### config.mk
export PLATFORM = sky130hd
export DESIGN_NAME = sliding_window_mean_covariance
export DESIGN_NICKNAME = d
export VERILOG_FILES = /design/src/sv/swmc_pkg.sv /design/src/sv/sliding_window_mean_covariance.sv /design/src/sv/swmc_ctrl.sv /design/src/sv/swmc_dp.sv
export SDC_FILE = /design/constraint.sdc
export NUM_CORES = 2
export LEC_CHECK = 0
export BUFFER_PORTS_ARGS = -buffer_cell sky130_fd_sc_hd__clkbuf_2
export CELL_PAD_IN_SITES_DETAIL_PLACEMENT = 1
export CELL_PAD_IN_SITES_GLOBAL_PLACEMENT = 1
export CORE_UTILIZATION = 30
export CTS_CLUSTER_DIAMETER = 150
export CTS_CLUSTER_SIZE = 25
export DETAILED_ROUTE_END_ITERATION = 7
export PLACE_DENSITY = 0.61
export SYNTH_ARGS = -nofsm -noshare
export SYNTH_HDL_FRONTEND = slang
export SYNTH_SLANG_ARGS = --single-unit
### constraint.sdc
create_clock -name clk -period 17.3 [get_ports clk]
set_input_delay 1.73 -clock clk [delete_from_list [all_inputs] [get_ports clk]]
set_output_delay 1.73 -clock clk [all_outputs]
set_load 0.005 [all_outputs]
### src/sv/swmc_pkg.sv
// shared types and codes for the sliding window mean / covariance block
// no dependencies
package swmc_pkg;

  localparam int DEF_WINDOW_DEPTH = 16;
  localparam int DEF_MAX_DIM      = 4;
  localparam int ELEM_FIELDS      = 4;

  localparam logic [4:0] WLEN_RESET        = 5'd16;
  localparam logic       REG_WINDOW_LENGTH = 1'b0;

  localparam logic       OP_PUSH  = 1'b0;
  localparam logic       OP_CLEAR = 1'b1;

  localparam logic [1:0] STAT_ENTRY   = 2'd0;
  localparam logic [1:0] STAT_SKIPPED = 2'd1;
  localparam logic [1:0] STAT_CLEARED = 2'd2;

  localparam logic       KIND_MEAN = 1'b0;
  localparam logic       KIND_COV  = 1'b1;

  typedef struct packed {
    logic       latch_in;
    logic       write_en;
    logic       commit;
    logic       clear;
    logic       skip;
    logic       acc_clr;
    logic       rd_en;
    logic       add_rd;
    logic       latch_a;
    logic       mul;
    logic       add_prod;
    logic       slot_step;
    logic       div_start;
    logic       div_cov;
    logic       emit_mean;
    logic       emit_cov;
    logic       last;
    logic [1:0] elem;
    logic [1:0] row;
    logic [1:0] col;
  } swmc_cmd_t;

  typedef struct packed {
    logic       is_clear;
    logic       is_bad;
    logic       last_sample;
    logic       div_busy;
    logic       out_free;
    logic [2:0] dim;
  } swmc_status_t;

endpackage

### src/sv/sliding_window_mean_covariance.sv
// top level of the sliding window mean / covariance block
// depends on swmc_pkg, swmc_ctrl, swmc_dp
//
// usage
//   input channel (in_valid / in_stall): one beat is a push of a residual vector
//   (dimension plus up to four signed Q7.8 elements) or a clear of the window.
//   result channel (out_valid / out_stall): a push gives the mean entries then the
//   upper-triangle covariance entries row-major, last set on the final one; a
//   skipped push or a clear gives one beat with last set.
//   config: apb-style port, window_length at byte address 0, pready always high.
// timing
//   a push takes longer with a larger dimension and held count; the single-port
//   window memory and the one-bit-a-cycle divider set it. the accumulator width is
//   39 at a depth of 16. a clear or a skipped push does no window walk. the first
//   result is loaded once the mean walk of element 0 and its divide have ended.
// reset
//   window empty, dimension unlocked, window_length 16; no memory clearing pass.
// stall
//   a stalled result is held in the output register and the sequencer waits before
//   loading the next one; the next input beat is taken while the last result waits.
module sliding_window_mean_covariance #(
  parameter int WINDOW_DEPTH = swmc_pkg::DEF_WINDOW_DEPTH,
  parameter int MAX_DIM      = swmc_pkg::DEF_MAX_DIM
) (
  input  logic               clk,
  input  logic               rst_n,
  // configuration port
  input  logic               cfg_psel,
  input  logic               cfg_penable,
  input  logic               cfg_pwrite,
  input  logic [2:0]         cfg_paddr,
  input  logic [31:0]        cfg_pwdata,
  output logic [31:0]        cfg_prdata,
  output logic               cfg_pready,
  // input channel
  input  logic               in_valid,
  output logic               in_stall,
  input  logic               in_operation,
  input  logic [2:0]         in_dimension,
  input  logic signed [15:0] in_elem_0,
  input  logic signed [15:0] in_elem_1,
  input  logic signed [15:0] in_elem_2,
  input  logic signed [15:0] in_elem_3,
  // result channel
  output logic               out_valid,
  input  logic               out_stall,
  output logic [1:0]         out_status,
  output logic               out_kind,
  output logic [1:0]         out_row,
  output logic [1:0]         out_col,
  output logic signed [37:0] out_value,
  output logic [4:0]         out_sample_count,
  output logic               out_window_full,
  output logic               out_last
);

  swmc_pkg::swmc_cmd_t    cmd;
  swmc_pkg::swmc_status_t st;

  logic [4:0] wlen_r;
  logic       reg_hit;

  // one register, word address in bit 2
  assign reg_hit    = cfg_paddr[2] == swmc_pkg::REG_WINDOW_LENGTH;
  assign cfg_pready = 1'b1;
  assign cfg_prdata = reg_hit ? {27'd0, wlen_r} : 32'd0;

  always_ff @(posedge clk) begin
    if (!rst_n) begin
      wlen_r <= swmc_pkg::WLEN_RESET;
    end else if (cfg_psel && cfg_penable && cfg_pwrite && cfg_pready && reg_hit) begin
      wlen_r <= cfg_pwdata[4:0];
    end
  end

  // sequencer
  swmc_ctrl u_ctrl (
    .clk      (clk),
    .rst_n    (rst_n),
    .in_valid (in_valid),
    .in_stall (in_stall),
    .st       (st),
    .cmd      (cmd)
  );

  // window memory, arithmetic and result register
  swmc_dp #(
    .WINDOW_DEPTH (WINDOW_DEPTH),
    .MAX_DIM      (MAX_DIM)
  ) u_dp (
    .clk              (clk),
    .rst_n            (rst_n),
    .cmd              (cmd),
    .st               (st),
    .wlen             (wlen_r),
    .in_operation     (in_operation),
    .in_dimension     (in_dimension),
    .in_elem_0        (in_elem_0),
    .in_elem_1        (in_elem_1),
    .in_elem_2        (in_elem_2),
    .in_elem_3        (in_elem_3),
    .out_valid        (out_valid),
    .out_stall        (out_stall),
    .out_status       (out_status),
    .out_kind         (out_kind),
    .out_row          (out_row),
    .out_col          (out_col),
    .out_value        (out_value),
    .out_sample_count (out_sample_count),
    .out_window_full  (out_window_full),
    .out_last         (out_last)
  );

endmodule

### src/sv/swmc_ctrl.sv
// sequencer for the window walk, divisions and result emission
// depends on swmc_pkg
module swmc_ctrl (
  input  logic                 clk,
  input  logic                 rst_n,
  input  logic                 in_valid,
  output logic                 in_stall,
  input  swmc_pkg::swmc_status_t st,
  output swmc_pkg::swmc_cmd_t    cmd
);

  typedef enum logic [4:0] {
    S_IDLE, S_CHECK, S_SINGLE, S_WRITE, S_COMMIT,
    S_MCLR, S_MRD, S_MADD, S_MDGO, S_MDWT, S_MEMIT,
    S_CCLR, S_CRDR, S_CRDC, S_CMUL, S_CACC, S_CDGO, S_CDWT, S_CEMIT
  } state_t;

  state_t     state_r, state_nxt;
  logic [1:0] r_r, r_nxt, c_r, c_nxt, w_r, w_nxt;
  logic [2:0] dim_m1;
  logic       r_end, c_end, w_end;

  assign dim_m1   = st.dim - 3'd1;
  assign r_end    = {1'b0, r_r} == dim_m1;
  assign c_end    = {1'b0, c_r} == dim_m1;
  assign w_end    = {1'b0, w_r} == dim_m1;
  assign in_stall = state_r != S_IDLE;

  always_comb begin
    state_nxt = state_r;
    r_nxt     = r_r;
    c_nxt     = c_r;
    w_nxt     = w_r;
    cmd       = '0;
    cmd.row   = r_r;
    cmd.col   = c_r;
    cmd.elem  = r_r;
    unique case (state_r)
      S_IDLE: begin
        if (in_valid) begin
          cmd.latch_in = 1'b1;
          state_nxt    = S_CHECK;
        end
      end
      S_CHECK: begin
        w_nxt = 2'd0;
        if (st.is_clear || st.is_bad) state_nxt = S_SINGLE;
        else                          state_nxt = S_WRITE;
      end
      S_SINGLE: begin
        if (st.out_free) begin
          cmd.clear = st.is_clear;
          cmd.skip  = !st.is_clear;
          state_nxt = S_IDLE;
        end
      end
      S_WRITE: begin
        cmd.write_en = 1'b1;
        cmd.elem     = w_r;
        w_nxt        = w_r + 2'd1;
        if (w_end) state_nxt = S_COMMIT;
      end
      S_COMMIT: begin
        cmd.commit = 1'b1;
        r_nxt      = 2'd0;
        state_nxt  = S_MCLR;
      end
      S_MCLR: begin
        cmd.acc_clr = 1'b1;
        state_nxt   = S_MRD;
      end
      S_MRD: begin
        cmd.rd_en = 1'b1;
        state_nxt = S_MADD;
      end
      S_MADD: begin
        cmd.add_rd    = 1'b1;
        cmd.slot_step = 1'b1;
        state_nxt     = st.last_sample ? S_MDGO : S_MRD;
      end
      S_MDGO: begin
        cmd.div_start = 1'b1;
        state_nxt     = S_MDWT;
      end
      S_MDWT: begin
        if (!st.div_busy) state_nxt = S_MEMIT;
      end
      S_MEMIT: begin
        if (st.out_free) begin
          cmd.emit_mean = 1'b1;
          if (r_end) begin
            r_nxt     = 2'd0;
            c_nxt     = 2'd0;
            state_nxt = S_CCLR;
          end else begin
            r_nxt     = r_r + 2'd1;
            state_nxt = S_MCLR;
          end
        end
      end
      S_CCLR: begin
        cmd.acc_clr = 1'b1;
        state_nxt   = S_CRDR;
      end
      S_CRDR: begin
        cmd.rd_en = 1'b1;
        state_nxt = S_CRDC;
      end
      S_CRDC: begin
        cmd.latch_a = 1'b1;
        cmd.rd_en   = 1'b1;
        cmd.elem    = c_r;
        state_nxt   = S_CMUL;
      end
      S_CMUL: begin
        cmd.mul   = 1'b1;
        state_nxt = S_CACC;
      end
      S_CACC: begin
        cmd.add_prod  = 1'b1;
        cmd.slot_step = 1'b1;
        state_nxt     = st.last_sample ? S_CDGO : S_CRDR;
      end
      S_CDGO: begin
        cmd.div_start = 1'b1;
        cmd.div_cov   = 1'b1;
        state_nxt     = S_CDWT;
      end
      S_CDWT: begin
        if (!st.div_busy) state_nxt = S_CEMIT;
      end
      S_CEMIT: begin
        if (st.out_free) begin
          cmd.emit_cov = 1'b1;
          cmd.last     = r_end && c_end;
          if (c_end) begin
            if (r_end) begin
              state_nxt = S_IDLE;
            end else begin
              r_nxt     = r_r + 2'd1;
              c_nxt     = r_r + 2'd1;
              state_nxt = S_CCLR;
            end
          end else begin
            c_nxt     = c_r + 2'd1;
            state_nxt = S_CCLR;
          end
        end
      end
      default: state_nxt = S_IDLE;
    endcase
  end

  always_ff @(posedge clk) begin
    if (!rst_n) begin
      state_r <= S_IDLE;
      r_r     <= 2'd0;
      c_r     <= 2'd0;
      w_r     <= 2'd0;
    end else begin
      state_r <= state_nxt;
      r_r     <= r_nxt;
      c_r     <= c_nxt;
      w_r     <= w_nxt;
    end
  end

endmodule

### src/sv/swmc_dp.sv
// datapath: window memory, accumulator, multiplier, serial divider, output register
// depends on swmc_pkg
module swmc_dp #(
  parameter int WINDOW_DEPTH = swmc_pkg::DEF_WINDOW_DEPTH,
  parameter int MAX_DIM      = swmc_pkg::DEF_MAX_DIM
) (
  input  logic                 clk,
  input  logic                 rst_n,
  input  swmc_pkg::swmc_cmd_t  cmd,
  output swmc_pkg::swmc_status_t st,
  input  logic [4:0]           wlen,
  input  logic                 in_operation,
  input  logic [2:0]           in_dimension,
  input  logic signed [15:0]   in_elem_0,
  input  logic signed [15:0]   in_elem_1,
  input  logic signed [15:0]   in_elem_2,
  input  logic signed [15:0]   in_elem_3,
  output logic                 out_valid,
  input  logic                 out_stall,
  output logic [1:0]           out_status,
  output logic                 out_kind,
  output logic [1:0]           out_row,
  output logic [1:0]           out_col,
  output logic signed [37:0]   out_value,
  output logic [4:0]           out_sample_count,
  output logic                 out_window_full,
  output logic                 out_last
);

  localparam int PTR_W   = $clog2(WINDOW_DEPTH);
  localparam int ENTRIES = WINDOW_DEPTH * MAX_DIM;
  localparam int ADDR_W  = (ENTRIES > 2) ? $clog2(ENTRIES) : 1;
  localparam int CNT_MAX = (WINDOW_DEPTH < 31) ? WINDOW_DEPTH : 31;
  localparam int CNT_W   = $clog2(CNT_MAX + 1);
  localparam int ACC_RAW = 35 + $clog2(WINDOW_DEPTH);
  localparam int ACC_W   = (ACC_RAW > 38) ? ACC_RAW : 38;
  localparam int STEP_W  = $clog2(ACC_W + 1);
  localparam int DIM_MAX = (MAX_DIM < swmc_pkg::ELEM_FIELDS) ? MAX_DIM : swmc_pkg::ELEM_FIELDS;

  // input item
  logic               op_r;
  logic [2:0]         dim_r;
  logic signed [15:0] elem_r [swmc_pkg::ELEM_FIELDS];

  // window state
  logic [15:0]      store_r [ENTRIES];
  logic signed [15:0] rdata_r;
  logic [PTR_W-1:0] ptr_r, slot_r;
  logic [CNT_W-1:0] count_r, remain_r;
  logic [2:0]       lock_r;

  // arithmetic
  logic signed [15:0]    mean_r [swmc_pkg::ELEM_FIELDS];
  logic signed [17:0]    a_r, b_val;
  logic signed [35:0]    prod_r;
  logic signed [ACC_W-1:0] acc_r;
  logic [ACC_W-1:0]      dvd_r, quot;
  logic [CNT_W-1:0]      divisor_r;
  logic [CNT_W-1:0]      rem_r;
  logic [CNT_W:0]        trial;
  logic                  neg_r, div_busy_r;
  logic [STEP_W-1:0]     step_r;

  logic [4:0]       eff5;
  logic [CNT_W-1:0] eff;
  logic [CNT_W:0]   inc;
  logic             full;
  logic [ADDR_W-1:0] waddr, raddr;
  logic [PTR_W-1:0] ptr_prev, slot_prev;
  logic             out_free;

  assign eff5 = (wlen == 5'd0) ? 5'd1 : ((wlen > 5'(CNT_MAX)) ? 5'(CNT_MAX) : wlen);
  assign eff  = CNT_W'(eff5);
  assign inc  = {1'b0, count_r} + 1'b1;
  assign full = 5'(count_r) >= eff5;

  assign waddr = ADDR_W'(32'(ptr_r) * 32'(MAX_DIM) + 32'(cmd.elem));
  assign raddr = ADDR_W'(32'(slot_r) * 32'(MAX_DIM) + 32'(cmd.elem));

  assign ptr_prev  = (ptr_r == '0) ? PTR_W'(WINDOW_DEPTH - 1) : ptr_r - 1'b1;
  assign slot_prev = (slot_r == '0) ? PTR_W'(WINDOW_DEPTH - 1) : slot_r - 1'b1;

  assign b_val = 18'(rdata_r) - 18'(mean_r[cmd.col]);
  assign trial = {rem_r, dvd_r[ACC_W-1]};
  assign quot  = neg_r ? (~dvd_r + 1'b1) : dvd_r;

  assign out_free       = !out_valid || !out_stall;
  assign st.is_clear    = op_r == swmc_pkg::OP_CLEAR;
  assign st.is_bad      = (dim_r == 3'd0) || (dim_r > 3'(DIM_MAX)) ||
                          ((lock_r != 3'd0) && (lock_r != dim_r));
  assign st.last_sample = remain_r == CNT_W'(1);
  assign st.div_busy    = div_busy_r;
  assign st.out_free    = out_free;
  assign st.dim         = dim_r;

  // window memory
  always_ff @(posedge clk) begin
    if (cmd.write_en) store_r[waddr] <= elem_r[cmd.elem];
    if (cmd.rd_en)    rdata_r <= store_r[raddr];
  end

  // input capture and arithmetic payload
  always_ff @(posedge clk) begin
    if (cmd.latch_in) begin
      op_r      <= in_operation;
      dim_r     <= in_dimension;
      elem_r[0] <= in_elem_0;
      elem_r[1] <= in_elem_1;
      elem_r[2] <= in_elem_2;
      elem_r[3] <= in_elem_3;
    end
    if (cmd.acc_clr) begin
      acc_r  <= '0;
      slot_r <= ptr_prev;
      remain_r <= count_r;
    end else begin
      if (cmd.add_rd)   acc_r <= acc_r + ACC_W'(rdata_r);
      if (cmd.add_prod) acc_r <= acc_r + ACC_W'(prod_r);
      if (cmd.slot_step) begin
        slot_r   <= slot_prev;
        remain_r <= remain_r - 1'b1;
      end
    end
    if (cmd.latch_a) a_r <= 18'(rdata_r) - 18'(mean_r[cmd.row]);
    if (cmd.mul)     prod_r <= a_r * b_val;
    if (cmd.emit_mean) mean_r[cmd.row] <= quot[15:0];
    // restoring divide on the magnitude, one quotient bit a cycle
    if (cmd.div_start) begin
      neg_r     <= acc_r[ACC_W-1];
      dvd_r     <= acc_r[ACC_W-1] ? (~acc_r + 1'b1) : acc_r;
      rem_r     <= '0;
      divisor_r <= !cmd.div_cov ? count_r :
                   ((count_r > CNT_W'(1)) ? count_r - 1'b1 : CNT_W'(1));
    end else if (div_busy_r) begin
      if (trial >= {1'b0, divisor_r}) begin
        rem_r <= CNT_W'(trial - {1'b0, divisor_r});
        dvd_r <= {dvd_r[ACC_W-2:0], 1'b1};
      end else begin
        rem_r <= trial[CNT_W-1:0];
        dvd_r <= {dvd_r[ACC_W-2:0], 1'b0};
      end
    end
  end

  // control state: window bookkeeping, divider sequencing, output valid
  always_ff @(posedge clk) begin
    if (!rst_n) begin
      ptr_r      <= '0;
      count_r    <= '0;
      lock_r     <= 3'd0;
      div_busy_r <= 1'b0;
      step_r     <= '0;
      out_valid  <= 1'b0;
    end else begin
      if (cmd.clear) begin
        ptr_r   <= '0;
        count_r <= '0;
        lock_r  <= 3'd0;
      end else if (cmd.commit) begin
        ptr_r   <= (ptr_r == PTR_W'(WINDOW_DEPTH - 1)) ? '0 : ptr_r + 1'b1;
        count_r <= (inc > {1'b0, eff}) ? eff : inc[CNT_W-1:0];
        lock_r  <= dim_r;
      end
      if (cmd.div_start) begin
        div_busy_r <= 1'b1;
        step_r     <= STEP_W'(ACC_W);
      end else if (div_busy_r) begin
        step_r <= step_r - 1'b1;
        if (step_r == STEP_W'(1)) div_busy_r <= 1'b0;
      end
      if (cmd.clear || cmd.skip || cmd.emit_mean || cmd.emit_cov) out_valid <= 1'b1;
      else if (!out_stall)                                        out_valid <= 1'b0;
    end
  end

  // result register
  always_ff @(posedge clk) begin
    if (cmd.clear) begin
      out_status       <= swmc_pkg::STAT_CLEARED;
      out_kind         <= swmc_pkg::KIND_MEAN;
      out_row          <= 2'd0;
      out_col          <= 2'd0;
      out_value        <= '0;
      out_sample_count <= 5'd0;
      out_window_full  <= 1'b0;
      out_last         <= 1'b1;
    end else if (cmd.skip) begin
      out_status       <= swmc_pkg::STAT_SKIPPED;
      out_kind         <= swmc_pkg::KIND_MEAN;
      out_row          <= 2'd0;
      out_col          <= 2'd0;
      out_value        <= '0;
      out_sample_count <= 5'(count_r);
      out_window_full  <= full;
      out_last         <= 1'b1;
    end else if (cmd.emit_mean || cmd.emit_cov) begin
      out_status       <= swmc_pkg::STAT_ENTRY;
      out_kind         <= cmd.emit_cov ? swmc_pkg::KIND_COV : swmc_pkg::KIND_MEAN;
      out_row          <= cmd.row;
      out_col          <= cmd.emit_cov ? cmd.col : 2'd0;
      out_value        <= cmd.emit_cov ? quot[37:0] : 38'(signed'(quot[15:0]));
      out_sample_count <= 5'(count_r);
      out_window_full  <= full;
      out_last         <= cmd.emit_cov && cmd.last;
    end
  end

  a_load_free: assert property (@(posedge clk) disable iff (!rst_n)
    (cmd.clear || cmd.skip || cmd.emit_mean || cmd.emit_cov) |-> out_free)
    else $error("result loaded while output register holds an untaken beat");

  a_div_idle: assert property (@(posedge clk) disable iff (!rst_n)
    cmd.div_start |-> !div_busy_r)
    else $error("divider restarted while busy");

  a_clear_state: assert property (@(posedge clk) disable iff (!rst_n)
    cmd.clear |=> (count_r == '0) && (lock_r == 3'd0) && (ptr_r == '0))
    else $error("clear left window state behind");

  a_count_bound: assert property (@(posedge clk) disable iff (!rst_n)
    cmd.commit |=> (count_r <= eff) && (count_r != '0))
    else $error("held count outside effective window length");

endmodule
==> results.sh <==
export IMPL_rows=180
export IMPL_initial_utilization_pct=30.22
export IMPL_tightest_slew_ns=1.189
export IMPL_seq_power_share_pct=64.6
export IMPL_htreeDepth=3
export IMPL_wl_mm=209.2
export IMPL_busiest_layer="met2"
export IMPL_drcViolationCount=0
export IMPL_finClkSkew_ns=0.04040
export IMPL_grt_pass1_vias=50500
export IMPL_ios=197
export IMPL_syn_area_um2=72760
export IMPL_dpl_hpwl_mm=134.2
export IMPL_switching_power_mw=1.295
export IMPL_r2r_cells=33
export IMPL_p_int_mw=4.569
export IMPL_drtPass1Iterations=5
export IMPL_min_delay_worst_endpoint="u_dp.out_status[1]$_SDFFE_PP1P_"
export IMPL_drive_gt1_share_pct=7.283
export IMPL_critical_path_slowest_cell="a221oi_1"
export IMPL_dieArea_um2=244500
export IMPL_grt_use_total_pct=17.00
export IMPL_post_cts_buffers=0
export IMPL_syn_avg_cell_area_um2=11.45
export IMPL_fmax_mhz=98.12
export IMPL_rsz0062_at_grt="no"
export IMPL_cp_start_kind="flip-flop"
export IMPL_cts_max_path_buffers=3
export IMPL_drt_iter0_markers=3153
export IMPL_ir_drop_mv=0.06737
export IMPL_place_area_um2=77200
export IMPL_ys_top_cells_by_count="1537 x nand2_1, 1277 x edfxtp_1, 398 x inv_1"
export IMPL_relSlewSlack_pct=20.53
export IMPL_dpl_worst_slack_ns=7.110
export IMPL_clkTransAtPathRegs_ns=0.11
export IMPL_p_clk_share_pct=31.5
export IMPL_tns_ns=0
export IMPL_synth_top_area_share_pct=52.70
export IMPL_endpoint_kind="flip-flop"
export IMPL_syn_inst=6357
export IMPL_ys_top_cells_by_area="edfxtp_1 53%, fa_1 8.3%, nand2_1 7.9%"
export IMPL_synth_seq_cells=1413
export IMPL_cts_tree="yes"
export IMPL_syn_to_final_growth_pct=8.701
export IMPL_holdPathStages=2
export IMPL_grt_max_degree=158
export IMPL_outcome="completed"
export IMPL_synth_edf_count=1277
export IMPL_ctsHoldBuffers=0
export IMPL_portBuffers=139
export IMPL_min_period_over_period_pct=58.91
export IMPL_vias=48460
export IMPL_yosysMostFrequentCell="nand2_1"
export IMPL_maxCapViolCount=0
export IMPL_grt_use_met2_pct=28.91
export IMPL_ys_flop_type="edfxtp_1"
export IMPL_setup_viol=0
export IMPL_hold_start="u_dp.out_status[1]$_SDFFE_PP1P_"
export IMPL_clock_sinks=1413
export IMPL_yosysWarnings=0
export IMPL_critPathRequiredTime_ns=17.76
export IMPL_synth_largest_area_cell="edfxtp_1"
export IMPL_async_reset_ff_share_pct=0
export IMPL_hold_path_class="flip-flop to flip-flop"
export IMPL_netSwitchingFraction_pct=22.09
export IMPL_coreArea_um2=240800
export IMPL_powerDensity_nw_per_um2=74.15
export IMPL_die_x_um=494.5
export IMPL_drv_slew=0
export IMPL_vias_per_cell=5.061
export IMPL_critPathMaxStageDelay_ns=0.60
export IMPL_gr_total_overflow=0
export IMPL_design_area_um2=79090
export IMPL_critPathKind="flip-flop to flip-flop"
export IMPL_die_h_um=494.5
export IMPL_detail_route_wl_per_cell_um=21.85
export IMPL_grt_pass1_wl_mm=317.7
export IMPL_r2r_end="u_dp.prod_r[32]$_DFFE_PP_"
export IMPL_synth_cell_types=86
export IMPL_fin_crit_ns=10.19
export IMPL_nets=6965
export IMPL_crit_top_cell="fa_1"
export IMPL_path_max_fanout=17
export IMPL_hold_viol_final=0
export IMPL_cts_buffers=66
export IMPL_synth_seq_area_share_pct=56.44
export IMPL_comb_power_share_pct=3.9
export IMPL_r2r_slack_ns=7.11
export IMPL_setup_ws_ns=7.108
export IMPL_antenna_found_initial=16
export IMPL_grt_util_met3_pct=1.712
export IMPL_postRouteAntennaNets=0
export IMPL_grt_use_met1_pct=23.28
export IMPL_cp_arrival_ns=10.66
export IMPL_cts_resized=0
export IMPL_gp_congestion=0.8247
export IMPL_cts_root_buf="clkbuf_16"
export IMPL_clk_latency_ns=0.73
export IMPL_p_total_mw=5.864
export IMPL_leakage_nw=29.70
kinds of logic (layout without fill, tap and decap cells):
kind of cell	after synthesis	after routing	share of synthesized area, %
buf+inv	781	783	4.609
compound gates	885	885	8.280
fa+ha+maj	490	490	11.52
flops	1413	1413	56.44
mux	62	62	1.680
xor+xnor	183	183	2.203
simple gates	2541	2541	15.25
other cells	2	33	0.01032
critical path, delay by kind of cell, from the launching register on:
family                   cells  cell delay [ns]
AND/OR/NAND/NOR              4             0.86
multiplexers                 1             0.57
flip-flops                   1             0.32
buffers and inverters        7             0.87
adder cells (fa/ha/maj)      9             4.03
XOR/XNOR                     2             0.23
AO/OA/AOI/OAI               10             3.02
cell type report:
| type | count | area (µm²) |
|---|---|---|
| repair buffers | 296 | 1912 |
| diodes | 5 | 12.51 |
| well taps | 3185 | 3985 |
| flip-flops and latches | 1413 | 41070 |
| multi-input cells | 4189 | 28740 |
| clock buffers | 81 | 1750 |
| clock inverters | 7 | 128.9 |
| inverters | 399 | 1498 |
| fillers | 26400 | 161700 |
flip-flops by register name, summed over array words and instances, names as in the netlist, 5 cells and up, named ones only:
signal	flops
u_dp.out_value	38
u_dp.divisor_r	5
u_dp.count_r	5
wlen_r	5
u_dp.store_r	1024
u_dp.rem_r	5
u_dp.mean_r	64
u_dp.a_r	17
u_dp.rdata_r	16
u_dp.acc_r	39
u_dp.elem_r	64
u_dp.remain_r	5
u_dp.prod_r	34
u_dp.step_r	6
u_dp.dvd_r	39
u_dp.out_sample_count	5
u_ctrl.state_r	5
power by group through the flow:
stage                     registers, mW  logic [mW]  clock network (mW)
after floorplan                    3.86       0.133                   0
after CTS                          3.79       0.236                1.90
after global placement             3.86       0.226                   0
after detailed placement           3.87       0.236                   0
after global routing               3.79       0.257                1.99
final                              3.79       0.231                1.85
layout by cell type, fill, tap and decap left out, types with 18 or more instances in the layout:
cell type,n
o21ai_0,144
nand3_1,312
a311oi_1,197
conb_1,28
clkbuf_2,139
dfxtp_1,136
and2_1,96
a21o_1,64
a21boi_0,20
xor2_1,79
mux4_2,48
nor3_1,42
xnor2_1,104
edfxtp_1,1277
nand2_1,1536
a21oi_1,210
nand2b_1,18
buf_4,154
clkbuf_16,68
a211oi_1,23
a31oi_1,70
ha_1,190
nor2_1,226
inv_1,398
nor2b_1,64
fa_1,300
and3_1,161
o31ai_1,20
layer usage:
layer,vias to the layer above,routed length [µm]
li1,22220,-
met4,2,4591
met1,25200,95530
met2,847,102000
met3,194,7113
met5,-,20
worst max path at each step:
stage / from / to / slack [ns] / cells past startpoint
after global placement: flip-flop / u_dp.prod_r[32]$_DFFE_PP_ / 7.32 / 33
after CTS: flip-flop / u_dp.prod_r[32]$_DFFE_PP_ / 7.06 / 33
final: flip-flop / u_dp.prod_r[32]$_DFFE_PP_ / 7.11 / 33
after floorplan: flip-flop / u_dp.prod_r[32]$_DFFE_PP_ / 7.60 / 34
after detailed placement: flip-flop / u_dp.prod_r[32]$_DFFE_PP_ / 7.11 / 33
after global routing: flip-flop / u_dp.prod_r[32]$_DFFE_PP_ / 6.60 / 34
stage by stage:
stage / cells / hold WS, ns / util [%]
after global placement: 9482 / 0.4339 / 32.07
final: 9575 / 0.4535 / 32.85
after floorplan: 6383 / 0.4388 / -
after CTS: 9570 / 0.4605 / 32.85
after global routing: 9571 / 0.4920 / 32.85
after detailed placement: 9482 / 0.4442 / 32.07
No activity file was read; power rests on OpenSTA's default activity.
